### config.mk
export PLATFORM = sky130hd
export DESIGN_NAME = heartbeat_membership_table_unit
export DESIGN_NICKNAME = d
export VERILOG_FILES = /design/src/hdl/hbmt_pkg.sv /design/src/hdl/hbmt_front.sv /design/src/hdl/hbmt_back.sv /design/src/hdl/heartbeat_membership_table_unit.sv
export SDC_FILE = /design/constraint.sdc
export NUM_CORES = 2
export LEC_CHECK = 0
export BUFFER_PORTS_ARGS = -buffer_cell sky130_fd_sc_hd__clkbuf_2
export CAP_MARGIN = 20
export CORE_UTILIZATION = 56
export CTS_CLUSTER_DIAMETER = 100
export DETAILED_ROUTE_END_ITERATION = 12
export GPL_TIMING_DRIVEN = 0
export PLACE_DENSITY = 0.72
export SYNTH_ARGS = -nofsm -noshare
export SYNTH_HDL_FRONTEND = slang
export SYNTH_SLANG_ARGS = --single-unit
### constraint.sdc
create_clock -name clk -period 11.9 [get_ports clk]
set_input_delay 1.19 -clock clk [delete_from_list [all_inputs] [get_ports clk]]
set_output_delay 1.19 -clock clk [all_outputs]
set_load 0.02 [all_outputs]
### src/hdl/hbmt_pkg.sv
// Shared types and codes for the heartbeat membership table.
package hbmt_pkg;

  localparam logic [1:0] FUNC_BEAT  = 2'd0;
  localparam logic [1:0] FUNC_JOIN  = 2'd1;
  localparam logic [1:0] FUNC_ENTRY = 2'd2;
  localparam logic [1:0] FUNC_TICK  = 2'd3;

  localparam logic [1:0] KIND_DONE  = 2'd0;
  localparam logic [1:0] KIND_REPLY = 2'd1;
  localparam logic [1:0] KIND_SEND  = 2'd2;

  localparam logic [1:0] ST_OK      = 2'd0;
  localparam logic [1:0] ST_REMOVED = 2'd1;
  localparam logic [1:0] ST_FULL    = 2'd2;
  localparam logic [1:0] ST_IGNORED = 2'd3;

  localparam logic [2:0] CFG_OWN_ID    = 3'd0;
  localparam logic [2:0] CFG_OWN_PORT  = 3'd1;
  localparam logic [2:0] CFG_PERIOD    = 3'd2;
  localparam logic [2:0] CFG_TIMEOUT   = 3'd3;
  localparam logic [2:0] CFG_INTRO     = 3'd4;

  typedef struct packed {
    logic [1:0]  func;
    logic [31:0] member_id;
    logic [15:0] member_port;
    logic [31:0] member_heartbeat;
    logic signed [31:0] member_timestamp;
  } hbmt_in_t;

  typedef struct packed {
    logic [1:0]  kind;
    logic [31:0] dest_id;
    logic [15:0] dest_port;
    logic [31:0] entry_id;
    logic [15:0] entry_port;
    logic [31:0] entry_heartbeat;
    logic signed [31:0] entry_timestamp;
    logic [5:0]  member_count;
    logic [1:0]  status;
    logic        last;
  } hbmt_out_t;

endpackage

### src/hdl/hbmt_front.sv
// Front end: accepts commands into a two-entry queue.
module hbmt_front
  import hbmt_pkg::*;
(
  input  logic     clk,
  input  logic     rst_n,
  input  logic     push,
  input  hbmt_in_t push_data,
  input  logic     pop,
  output logic     full,
  output logic     not_empty,
  output hbmt_in_t head
);
  hbmt_in_t q_r [2];
  logic rd_r, wr_r;
  logic [1:0] cnt_r;

  assign full = cnt_r == 2'd2;
  assign not_empty = cnt_r != 2'd0;
  assign head = q_r[rd_r];

  always_ff @(posedge clk) begin
    if (push) q_r[wr_r] <= push_data;
    if (!rst_n) begin
      rd_r <= 1'b0; wr_r <= 1'b0; cnt_r <= 2'd0;
    end else begin
      if (push) wr_r <= ~wr_r;
      if (pop) rd_r <= ~rd_r;
      cnt_r <= cnt_r + 2'(push) - 2'(pop);
    end
  end
endmodule

### src/hdl/hbmt_back.sv
// Back end: table memory and the sequencer that serves each command.
module hbmt_back
  import hbmt_pkg::*;
#(
  parameter int TABLE_DEPTH = 32
) (
  input  logic       clk,
  input  logic       rst_n,
  input  logic       cmd_valid,
  input  hbmt_in_t   cmd,
  output logic       cmd_pop,
  input  logic       cfg_we,
  input  logic [2:0] cfg_idx,
  input  logic [31:0] cfg_data,
  output logic       out_strobe,
  output hbmt_out_t  out_data
);
  localparam int IW = $clog2(TABLE_DEPTH);
  localparam int CW = $clog2(TABLE_DEPTH + 1);

  typedef enum logic [6:0] {
    S_IDLE  = 7'b0000001,
    S_SRCH  = 7'b0000010,
    S_DUMP  = 7'b0000100,
    S_SEND  = 7'b0001000,
    S_STALE = 7'b0010000,
    S_SHIFT = 7'b0100000,
    S_DONE  = 7'b1000000
  } state_t;

  logic [31:0] mem_id [TABLE_DEPTH];
  logic [15:0] mem_port [TABLE_DEPTH];
  logic [31:0] mem_beat [TABLE_DEPTH];
  logic [31:0] mem_stamp [TABLE_DEPTH];

  state_t state_r, state_nxt;
  hbmt_in_t cmd_r;
  logic [CW-1:0] count_r, idx_r;
  logic [31:0] own_id_r, own_beat_r, time_r;
  logic [15:0] own_port_r;
  logic [7:0]  period_r, cd_r;
  logic [9:0]  timeout_r;
  logic        joined_r;
  logic [1:0]  status_r;
  logic [31:0] rid_r;
  logic [15:0] rport_r;
  logic        rd_ok_r;
  logic        send_r;
  logic [CW-1:0] rm_r;
  logic [31:0] q_id, q_beat, q_stamp;
  logic [15:0] q_port;

  // Registered read port; rd_ok_r flags that q_* reflects entry idx_r.
  logic [IW-1:0] ra;
  logic [IW-1:0] ix;
  assign ix = idx_r[IW-1:0];
  assign ra = ix;

  logic in_range, match, is_self, stale, last_entry;
  logic signed [33:0] diff;
  assign in_range = idx_r < count_r;
  assign last_entry = idx_r + CW'(1) >= count_r;
  assign match = q_id == cmd_r.member_id && q_port == cmd_r.member_port;
  assign is_self = q_id == own_id_r && q_port == own_port_r;
  assign diff = 34'(signed'(time_r)) - 34'(signed'(q_stamp));
  assign stale = diff > signed'({24'd0, timeout_r});

  logic [31:0] stamp_new;
  assign stamp_new = cmd_r.func == FUNC_ENTRY ? cmd_r.member_timestamp : time_r;

  // write port
  logic we;
  logic [IW-1:0] wa;
  logic [31:0] w_id, w_beat, w_stamp;
  logic [15:0] w_port;

  always_ff @(posedge clk) begin
    q_id <= mem_id[ra]; q_port <= mem_port[ra];
    q_beat <= mem_beat[ra]; q_stamp <= mem_stamp[ra];
    if (we) begin
      mem_id[wa] <= w_id; mem_port[wa] <= w_port;
      mem_beat[wa] <= w_beat; mem_stamp[wa] <= w_stamp;
    end
  end

  hbmt_out_t o_nxt;
  logic o_stb_nxt;
  logic [CW-1:0] idx_nxt, count_nxt, rm_nxt;
  logic [1:0] status_nxt;
  logic [31:0] rid_nxt, own_beat_nxt, time_nxt;
  logic [15:0] rport_nxt;
  logic [7:0] cd_nxt;
  logic joined_nxt, rd_ok_nxt, send_nxt;

  always_comb begin
    state_nxt = state_r; idx_nxt = idx_r; count_nxt = count_r;
    status_nxt = status_r; rid_nxt = rid_r; rport_nxt = rport_r;
    own_beat_nxt = own_beat_r; time_nxt = time_r; cd_nxt = cd_r;
    joined_nxt = joined_r; rd_ok_nxt = 1'b0;
    send_nxt = send_r; rm_nxt = rm_r;
    we = 1'b0; wa = ix;
    w_id = cmd_r.member_id; w_port = cmd_r.member_port;
    w_beat = cmd_r.member_heartbeat; w_stamp = stamp_new;
    cmd_pop = 1'b0; o_stb_nxt = 1'b0; o_nxt = '0;
    unique case (state_r)
      S_IDLE: begin
        if (cmd_valid) begin
          cmd_pop = 1'b1; idx_nxt = '0; status_nxt = ST_OK;
          rid_nxt = '0; rport_nxt = '0;
          if (cmd.func == FUNC_TICK) begin
            if (!joined_r) begin
              status_nxt = ST_IGNORED; state_nxt = S_DONE;
            end else if (cd_r == 8'd0) begin
              own_beat_nxt = own_beat_r + 32'd1; cd_nxt = period_r;
              send_nxt = 1'b1; state_nxt = S_STALE;
            end else begin
              cd_nxt = cd_r - 8'd1; send_nxt = 1'b0; state_nxt = S_STALE;
            end
          end else begin
            if (cmd.func == FUNC_ENTRY) joined_nxt = 1'b1;
            state_nxt = S_SRCH;
          end
        end
      end
      S_SRCH: begin
        if (!in_range) begin
          if (count_r >= CW'(TABLE_DEPTH)) status_nxt = ST_FULL;
          else begin
            we = 1'b1; count_nxt = count_r + CW'(1);
          end
          idx_nxt = '0;
          state_nxt = cmd_r.func == FUNC_JOIN ? S_DUMP : S_DONE;
        end else if (!rd_ok_r) rd_ok_nxt = 1'b1;
        else if (match) begin
          if (cmd_r.member_heartbeat > q_beat) begin
            we = 1'b1; w_id = q_id; w_port = q_port;
          end
          idx_nxt = '0;
          state_nxt = cmd_r.func == FUNC_JOIN ? S_DUMP : S_DONE;
        end else idx_nxt = idx_r + CW'(1);
      end
      S_DUMP: begin
        if (!in_range) state_nxt = S_DONE;
        else if (!rd_ok_r) rd_ok_nxt = 1'b1;
        else begin
          o_stb_nxt = 1'b1;
          o_nxt.kind = KIND_REPLY; o_nxt.dest_id = cmd_r.member_id;
          o_nxt.dest_port = cmd_r.member_port; o_nxt.entry_id = q_id;
          o_nxt.entry_port = q_port; o_nxt.entry_heartbeat = q_beat;
          o_nxt.entry_timestamp = q_stamp; o_nxt.member_count = 6'(count_r);
          idx_nxt = idx_r + CW'(1);
        end
      end
      S_STALE: begin
        // find the first stale member first, so sends can carry the final count
        if (!in_range) begin
          time_nxt = time_r + 32'd1; idx_nxt = '0;
          state_nxt = send_r ? S_SEND : S_DONE;
        end else if (!rd_ok_r) rd_ok_nxt = 1'b1;
        else if (!is_self && stale) begin
          rid_nxt = q_id; rport_nxt = q_port; status_nxt = ST_REMOVED;
          rm_nxt = idx_r; time_nxt = time_r + 32'd1;
          if (send_r) begin
            idx_nxt = '0; state_nxt = S_SEND;
          end else begin
            idx_nxt = idx_r + CW'(1); state_nxt = S_SHIFT;
          end
        end else idx_nxt = idx_r + CW'(1);
      end
      S_SEND: begin
        if (!in_range) begin
          if (status_r == ST_REMOVED) begin
            idx_nxt = rm_r + CW'(1); state_nxt = S_SHIFT;
          end else state_nxt = S_DONE;
        end else if (!rd_ok_r) rd_ok_nxt = 1'b1;
        else begin
          if (!is_self) begin
            o_stb_nxt = 1'b1;
            o_nxt.kind = KIND_SEND; o_nxt.dest_id = q_id; o_nxt.dest_port = q_port;
            o_nxt.entry_id = own_id_r; o_nxt.entry_port = own_port_r;
            o_nxt.entry_heartbeat = own_beat_r;
            o_nxt.member_count = 6'(count_r - CW'(status_r == ST_REMOVED));
          end
          idx_nxt = idx_r + CW'(1);
        end
      end
      S_SHIFT: begin
        // copy entry idx down to idx-1, one entry at a time, each after its registered read
        if (!in_range) begin
          count_nxt = count_r - CW'(1); state_nxt = S_DONE;
        end else if (!rd_ok_r) rd_ok_nxt = 1'b1;
        else begin
          we = 1'b1; wa = IW'(idx_r - CW'(1));
          w_id = q_id; w_port = q_port; w_beat = q_beat; w_stamp = q_stamp;
          if (last_entry) begin
            count_nxt = count_r - CW'(1); state_nxt = S_DONE;
          end else idx_nxt = idx_r + CW'(1);
        end
      end
      S_DONE: begin
        o_stb_nxt = 1'b1;
        o_nxt.kind = KIND_DONE; o_nxt.entry_id = rid_r; o_nxt.entry_port = rport_r;
        o_nxt.member_count = 6'(count_r); o_nxt.status = status_r; o_nxt.last = 1'b1;
        state_nxt = S_IDLE;
      end
      default: state_nxt = S_IDLE;
    endcase
    if (cfg_we && cfg_idx == CFG_PERIOD) cd_nxt = cfg_data[7:0];
    if (cfg_we && cfg_idx == CFG_INTRO) joined_nxt = cfg_data[0];
  end

  always_ff @(posedge clk) begin
    out_data <= o_nxt;
    if (cmd_pop) cmd_r <= cmd;
    idx_r <= idx_nxt; status_r <= status_nxt; rid_r <= rid_nxt; rport_r <= rport_nxt;
    send_r <= send_nxt; rm_r <= rm_nxt;
    if (!rst_n) begin
      state_r <= S_IDLE; out_strobe <= 1'b0; rd_ok_r <= 1'b0;
      count_r <= '0; time_r <= '1; cd_r <= 8'd5; own_beat_r <= '0;
      joined_r <= 1'b0; own_id_r <= '0; own_port_r <= '0; period_r <= 8'd5;
      timeout_r <= 10'd20;
    end else begin
      state_r <= state_nxt; out_strobe <= o_stb_nxt; rd_ok_r <= rd_ok_nxt;
      count_r <= count_nxt; time_r <= time_nxt; cd_r <= cd_nxt;
      own_beat_r <= own_beat_nxt; joined_r <= joined_nxt;
      if (cfg_we) begin
        case (cfg_idx)
          CFG_OWN_ID:   own_id_r <= cfg_data;
          CFG_OWN_PORT: own_port_r <= cfg_data[15:0];
          CFG_PERIOD:   period_r <= cfg_data[7:0];
          CFG_TIMEOUT:  timeout_r <= cfg_data[9:0];
          default: ;
        endcase
      end
    end
  end
endmodule

### src/hdl/heartbeat_membership_table_unit.sv
// Top level of the heartbeat membership table.
//  channel  | ports                          | handshake
//  input    | start, busy, in_item           | taken when start && !busy
//  result   | out_strobe, out_item           | one cycle, no back-pressure
//  config   | cfg_we, cfg_index, cfg_data    | write on cfg_we
// An item visits the table entry by entry in each pass (search or dump; on a tick,
// a stale pass, then a send pass when one is due), and after a removal moves each
// later entry down; every entry visited waits on the single registered table read
// port. Reset is synchronous and leaves the table empty; busy is high while the
// two-entry queue is full. The receiver cannot stall, so no result waits.
module heartbeat_membership_table_unit
  import hbmt_pkg::*;
#(
  parameter int TABLE_DEPTH = 32
) (
  input  logic       clk,
  input  logic       rst_n,
  input  logic       start,
  output logic       busy,
  input  hbmt_in_t   in_item,
  input  logic       cfg_we,
  input  logic [2:0] cfg_index,
  input  logic [31:0] cfg_data,
  output logic       out_strobe,
  output hbmt_out_t  out_item
);
  logic pop, ne;
  hbmt_in_t head;

  hbmt_front u_front (
    .clk, .rst_n, .push(start && !busy), .push_data(in_item), .pop,
    .full(busy), .not_empty(ne), .head
  );

  hbmt_back #(.TABLE_DEPTH(TABLE_DEPTH)) u_back (
    .clk, .rst_n, .cmd_valid(ne), .cmd(head), .cmd_pop(pop),
    .cfg_we, .cfg_idx(cfg_index), .cfg_data,
    .out_strobe, .out_data(out_item)
  );

  a_count: assert property (@(posedge clk) disable iff (!rst_n)
    out_strobe |-> out_item.member_count <= 6'(TABLE_DEPTH)) else $error("count");
  a_pop: assert property (@(posedge clk) disable iff (!rst_n)
    pop |-> ne) else $error("pop empty");
  a_last: assert property (@(posedge clk) disable iff (!rst_n)
    out_strobe && out_item.last |-> out_item.kind == KIND_DONE) else $error("last");
endmodule

## Word-level counts from Yosys, hierarchy flattened

Memories as Yosys holds them, arrays and structs flattened. A register that Yosys moved wholly into a read port is not among the register bits.
Index checks and enable logic that the tools add are counted.

- Add/subtract/negate cells: 12
- Multipliers: 0
- Divide/modulo/power cells: 0
- $lt $le $gt $ge: 5
- Equal/unequal tests: 44
- Shift operators: 0
- Muxes and demuxes: 134
- Bitwise logic cells: 2
- Reductions and logical operators: 40

Operator list:

| operator | count |
|---|---|
| $mux W32 | 20 |
| $mux W130 | 3 |
| $pmux W32 S2 | 3 |
| $mux W168 | 1 |
| $mux W167 | 1 |
| $mux W16 | 10 |
| $mux W6 | 24 |
| $pmux W48 S3 | 1 |
| $mux W7 | 17 |
| $pmux W48 S2 | 1 |
| $add A32 B1 Y32 const B | 2 |
| $eq A32 B32 Y1 | 2 |
| $pmux W16 S2 | 2 |
| $mux W8 | 6 |
| $pmux W7 S6 | 1 |
| $pmux W6 S6 | 1 |
| $gt A34 B11 Y1 | 1 |
| $sub A32 B32 Y33 | 1 |
| $eq A16 B16 Y1 | 2 |
| $gt A32 B32 Y1 | 1 |
| $mux W1 | 26 |
| $reduce_bool A2 Y1 | 10 |
| $add A6 B1 Y6 const B | 3 |
| $pmux W6 S3 | 1 |
| other kinds (47) | 97 |

- Register bits: 506
- Bits in latches: 0
- RAM bits: 3812
- Memory bits (read-only): 0
- Bits of input ports: 153
- Memories kept: 5

Memories:

| memory | depth | width | rd ports | clocked after Yosys merged registers in | write ports | RTL line | text |
|---|---|---|---|---|---|---|---|
| u_back.mem_beat | 32 | 32 | 1 | 1 | 1 | hbmt_back.sv:33 | `logic [31:0] mem_beat [TABLE_DEPTH];` |
| u_back.mem_id | 32 | 32 | 1 | 1 | 1 | hbmt_back.sv:31 | `logic [31:0] mem_id [TABLE_DEPTH];` |
| u_back.mem_stamp | 32 | 32 | 1 | 1 | 1 | hbmt_back.sv:34 | `logic [31:0] mem_stamp [TABLE_DEPTH];` |
| u_back.mem_port | 32 | 16 | 1 | 1 | 1 | hbmt_back.sv:32 | `logic [15:0] mem_port [TABLE_DEPTH];` |
| u_front.q_r | 2 | 114 | 1 | 1 | 1 | hbmt_front.sv:14 | `hbmt_in_t q_r [2];` |

## Longest topological paths before layout

- Depth in word-level cells: 8
- Gate-level depth with buffers: 22
- Mapped depth without buffers: 21

## Hierarchy

Synthesis repeated with hierarchy kept, for this count alone.

- Cell total of the unflattened synthesis: 8100
- Area total of the unflattened synthesis: 170466.0 um^2

Modules (own cells, without submodules):

| module | instances | cells an instance | area an instance (um^2) |
|---|---|---|---|
| hbmt_back | 1 | 7723 | 161750.1 |
| hbmt_front | 1 | 376 | 8702.1 |
| heartbeat_membership_table_unit | 1 | 1 | 13.8 |

## Worst setup path before layout

OpenSTA, ideal clock, no wires.

- Kind: register to register
- Start point: reg u_back.idx_r[0]
- End point: mem u_back.mem_beat[4][0] (enable)
- Library setup time: 0.620 ns
- Arrival: 8.998 ns
- Setup slack: 2.282 ns
- Cell stages (with the launch flop): 20
- Path buffers: 6
- Clock period less this slack: 9.618 ns
- Cell sequence: edfxtp_1 -> clkbuf_1 -> clkbuf_1 -> clkbuf_1 -> buf_1 -> inv_1 -> ha_1 -> nor2b_1 -> o21ai_0 -> nand2b_1 -> a21oi_1 -> o21a_1 -> clkbuf_1 -> and3_1 -> clkbuf_1 -> a21boi_0 -> a21o_1 -> mux2i_1 -> or2_2 -> a21oi_1

- Word-level cells in the longest chain between the ends: 5
- Elaborated cells between the ends (all ways): 10
- Classes of those cells: add/sub (1); order compare (1); mux (8)

Ends and longest elaborated chain:

| what | RTL line | text |
|---|---|---|
| start: declaration | hbmt_back.sv:38 | `logic [CW-1:0] count_r, idx_r;` |
| start signal: assignment | hbmt_back.sv:215 | `idx_r <= idx_nxt; status_r <= status_nxt; rid_r <= rid_nxt; rport_r <= rport_nxt;` |
| $lt A6 B6 Y1 | hbmt_back.sv:61 | `assign in_range = idx_r < count_r;` |
| $mux W1 (on tied branches) | hbmt_back.sv:189, hbmt_back.sv:126 |  |
| $pmux W1 S2 | hbmt_back.sv:105 | `unique case (state_r)` |
| $mux W1 | hbmt_back.sv:80 | `if (we) begin` |
| $mux W1 (implied by the code) | hbmt_back.sv:82 | `mem_beat[wa] <= w_beat; mem_stamp[wa] <= w_stamp;` |
| end: declaration | hbmt_back.sv:33 |  |

Parallel ways exist; a longest one is shown, timed or not.

## Worst setup path in the final report

- Start point: reg u_back.idx_r[0]
- End point: mem u_back.mem_beat[9][10] (enable)

The elaborated chain is that of the path after synthesis.

==> run_results.csv <==
group,metric,value,unit
timing,layout_min_cycle_time,9040,ps
power_and_ir_drop,comb_power_share,0.294,
critical_path,cp_top_family,"compound AO/OA/AOI/OAI gates",
synthesis,yosys_warnings,0,
synthesis,synthCells,8125,
cts,numCtsBuffers,435,
global_route,antenna_found_initial,36,
final_layout,layout.cells.most_common_list,"edfxtp_1 (3989), mux4_2 (1120), clkbuf_16 (444)",
power_and_ir_drop,power_density,239,nW/um2
synthesis,syn-cell-area,170000,um2
global_route,grt_pass1_wl,694,mm
power_and_ir_drop,ir_drop,160,uV
cts,htree_levels,5,
cts,ctsResizeCount,0,
timing,worstMarginPinSlew,1340,ps
synthesis,seq_area_frac_synth,0.755,
global_route,track_usage,0.326,
global_route,grt_pass1_vias,91500,
timing,rsz0062_at_grt,"no",
floorplan,die_x,554,um
cts,root_buffer,"clkbuf_16",
drt,vias,93400,
drt,route.detailed.drc,0,
final_layout,multiInputGateArea,40300,um2
cts,cts_hold_buf,0,
final_layout,n_fill_cell,18700,
critical_path,cp_max_fo,15,
power_and_ir_drop,p_int,32800,uW
floorplan,io_pins,326,
drt,wirelength,504,mm
synthesis,synth_area_per_cell,21.0,um2
timing,slew_headroom,0.108,
timing,finalClockSkew,78.8,ps
critical_path,slowest_delay,1070,ps
critical_path,crit_buf_inv,10,
critical_path,worstPathCellList,"clkbuf_1 > clkbuf_2 > clkbuf_2 > buf_12 > buf_1 > inv_1 > ha_1 > nor2b_1 > o21ai_0 > nand2b_1 > a21oi_1 > o21a_1 > nand2_1 > a311o_1 > a31oi_2 > o2111ai_2 > a21oi_4 > buf_12 > buf_16 > buf_16 > buf_16",
power_and_ir_drop,seq_power_share,0.415,
status,status,"finished clean",
final_layout,final-seq-area,129000,um2
place,post-dp-hpwl,340,mm
critical_path,critPathKind,"register to register",
synthesis,yosys.area.top_type_share,0.703,
cts,clkSinkCount,4431,
cts,insertion_delay,1020,ps
drt,wire_per_inst,36.8,um
global_route,grt_overflow,0,
final_layout,instances_no_fill,13700,
power_and_ir_drop,p_sw_frac,0.316,
floorplan,dieArea,307000,um2
timing,fmax,0.111,GHz
global_route,grt_max_degree,43,
drt,drtIter0Drc,15300,
power_and_ir_drop,clkPwrFrac,0.291,
critical_path,crit_arrival,9690,ps
place,io_buffers,325,
place,place.gp.congestion,0.870,
synthesis,ys_async_sr_fraction,0,
place,place_inst,12800,
flow_run,max-cap-violations,0,
drt,vias_per_cell,6.81,
synthesis,syn-num-nets,8381,
synthesis,synth_enable_flop_cells,3989,
final_layout,layout-drive-gt1-share,0.308,
power_and_ir_drop,p_switching,15100,uW
drt,firstDrtPassIters,8,
synthesis,ys_types,79,
timing,fin_crit_sh,0.760,
critical_path,slowest_stage,"a21oi_4",
synthesis,synth_largest_area_cell,"edfxtp_1",
floorplan,rows,202,
floorplan,initial_core_util,0.563,
critical_path,cp-end-kind,"register",
floorplan,die_h,554,um
final_layout,nets,9562,
cts,post_cts.repair.setup_buffers,0,
min_path,hold_path_class,"input port to register",
drt,ant_nets,0,
synthesis,synthTopCellsByArea,"edfxtp_1 (70%), mux4_2 (15%), dfxtp_1 (5.2%)",
cts,clkTransAtPathRegs,70,ps
power_and_ir_drop,p_leak,0.0653,uW
critical_path,crit_top_cell,"buf_16",
power_and_ir_drop,power.total,47900,uW
timing,hold_violations,0,
synthesis,synth_flop_cell,"edfxtp_1",
cts,clock_path_buffers,4,
synthesis,ys_ff_latch,4431,
final_layout,synthToLayoutAreaGrowth,17.7,%
final_layout,final_common_cell,"edfxtp_1",
critical_path,start_kind,"register",
timing,finalMaxSlewViolations,0,
cts,cts_tree,"done",
timing,fin_tns_setup,0,ps
floorplan,core_area,303000,um2
timing,report.final.setup_viol,0,
critical_path,critical_path_required,12550,ps
## area by class of cell
cell class                 count  area share
antenna                       50    0.000623
buffer                       413     0.00814
clock inverter               233      0.0123
clock buffer                 582      0.0601
tap                         3978      0.0248
inverter                     164     0.00307
timing repair buffer         744      0.0491
sequential                  4431       0.641
multi-input combinational   3117       0.201
## cell families (layout without fill, tap and decap cells)
kind of cell | Yosys count | after routing | synth area share
DFF | 4431 | 4431 | 0.755
muxes | 1456 | 1456 | 0.170
and+or+nand+nor | 783 | 783 | 0.0220
AOI/OAI and AO/OA | 618 | 618 | 0.0247
buffers and inverters | 577 | 2136 | 0.0129
xor gates and xnor gates | 157 | 157 | 0.00807
adders and majority gates | 103 | 103 | 0.00765
other | 0 | 50 | 0
## synth_stat cells (all sizes together), types with 4 or more instances
master,number
nand2b,36
buf,72
clkbuf,341
xor2,81
a21o,34
o21ai,123
nor4,25
nor2b,15
nand3b,5
and4,5
nand3,63
o221ai,7
a22oi,4
nand4,48
nand2,318
o211ai,13
o2111ai,12
a222oi,48
a221oi,6
mux2,304
a31oi,7
mux4,1120
a211oi,23
ha,101
edfxtp,3989
nor2,107
o21a,19
xnor2,76
and2,64
and3,12
a21oi,192
a22o,78
and3b,4
or2,8
a2111oi,11
inv,162
o22ai,6
or3,15
o31ai,5
dfxtp,442
nor3,51
mux2i,32
## per-stage QoR
step	worst slack (ps)	cell area [um2]	hold WS (ps)	util
4_1_cts	3450	200000	319	0.660
5_1_grt	3050	201000	348	0.662
3_3_place_gp	-10140	177000	431	0.585
3_5_place_dp	3700	185000	448	0.612
6_report	2860	201000	357	0.663
2_1_floorplan	2280	170000	423	-
## path summary, 6_finish.rpt
check,from,to,slack (ps),depth (start not counted)
setup / recovery,u_back.idx_r[0],u_back.mem_beat[9][10],2860,21
hold / removal,in_item[111],u_front.q_r[0][111],360,1
setup reg to reg,u_back.idx_r[0],u_back.mem_beat[9][10],2860,21
hold reg to reg,u_back.period_r[3],u_back.period_r[3],460,2
## routing by layer
| metal | global-route usage | vias up | wire, um |
|---|---|---|---|
| li1 | - | 36100 | - |
| met1 | 0.447 | 48500 | 179000 |
| met2 | 0.484 | 7630 | 227000 |
| met3 | 0.105 | 1241 | 73500 |
| met4 | 0.144 | 16 | 24700 |
| met5 | 0 | - | 103 |
## registers in the layout, indices dropped and copies added (netlist names), 114 cells and up, named ones only
signal and flops:
u_back.mem_beat 1024, u_back.cmd_r 114, u_back.mem_stamp 1024, u_back.mem_id 1024, u_back.out_data 171, u_front.q_r 228
u_back.mem_port 512
## power by group through the flow
stage	logic, uW	clock network [uW]	registers [uW]
CTS	13700	14000	19800
floorplan	8260	0	19700
detailed placement	13500	0	20100
global placement	12300	0	20400
global route	14600	14600	19900
finish	14100	13900	19900
No activity file was read; power rests on OpenSTA's default activity.
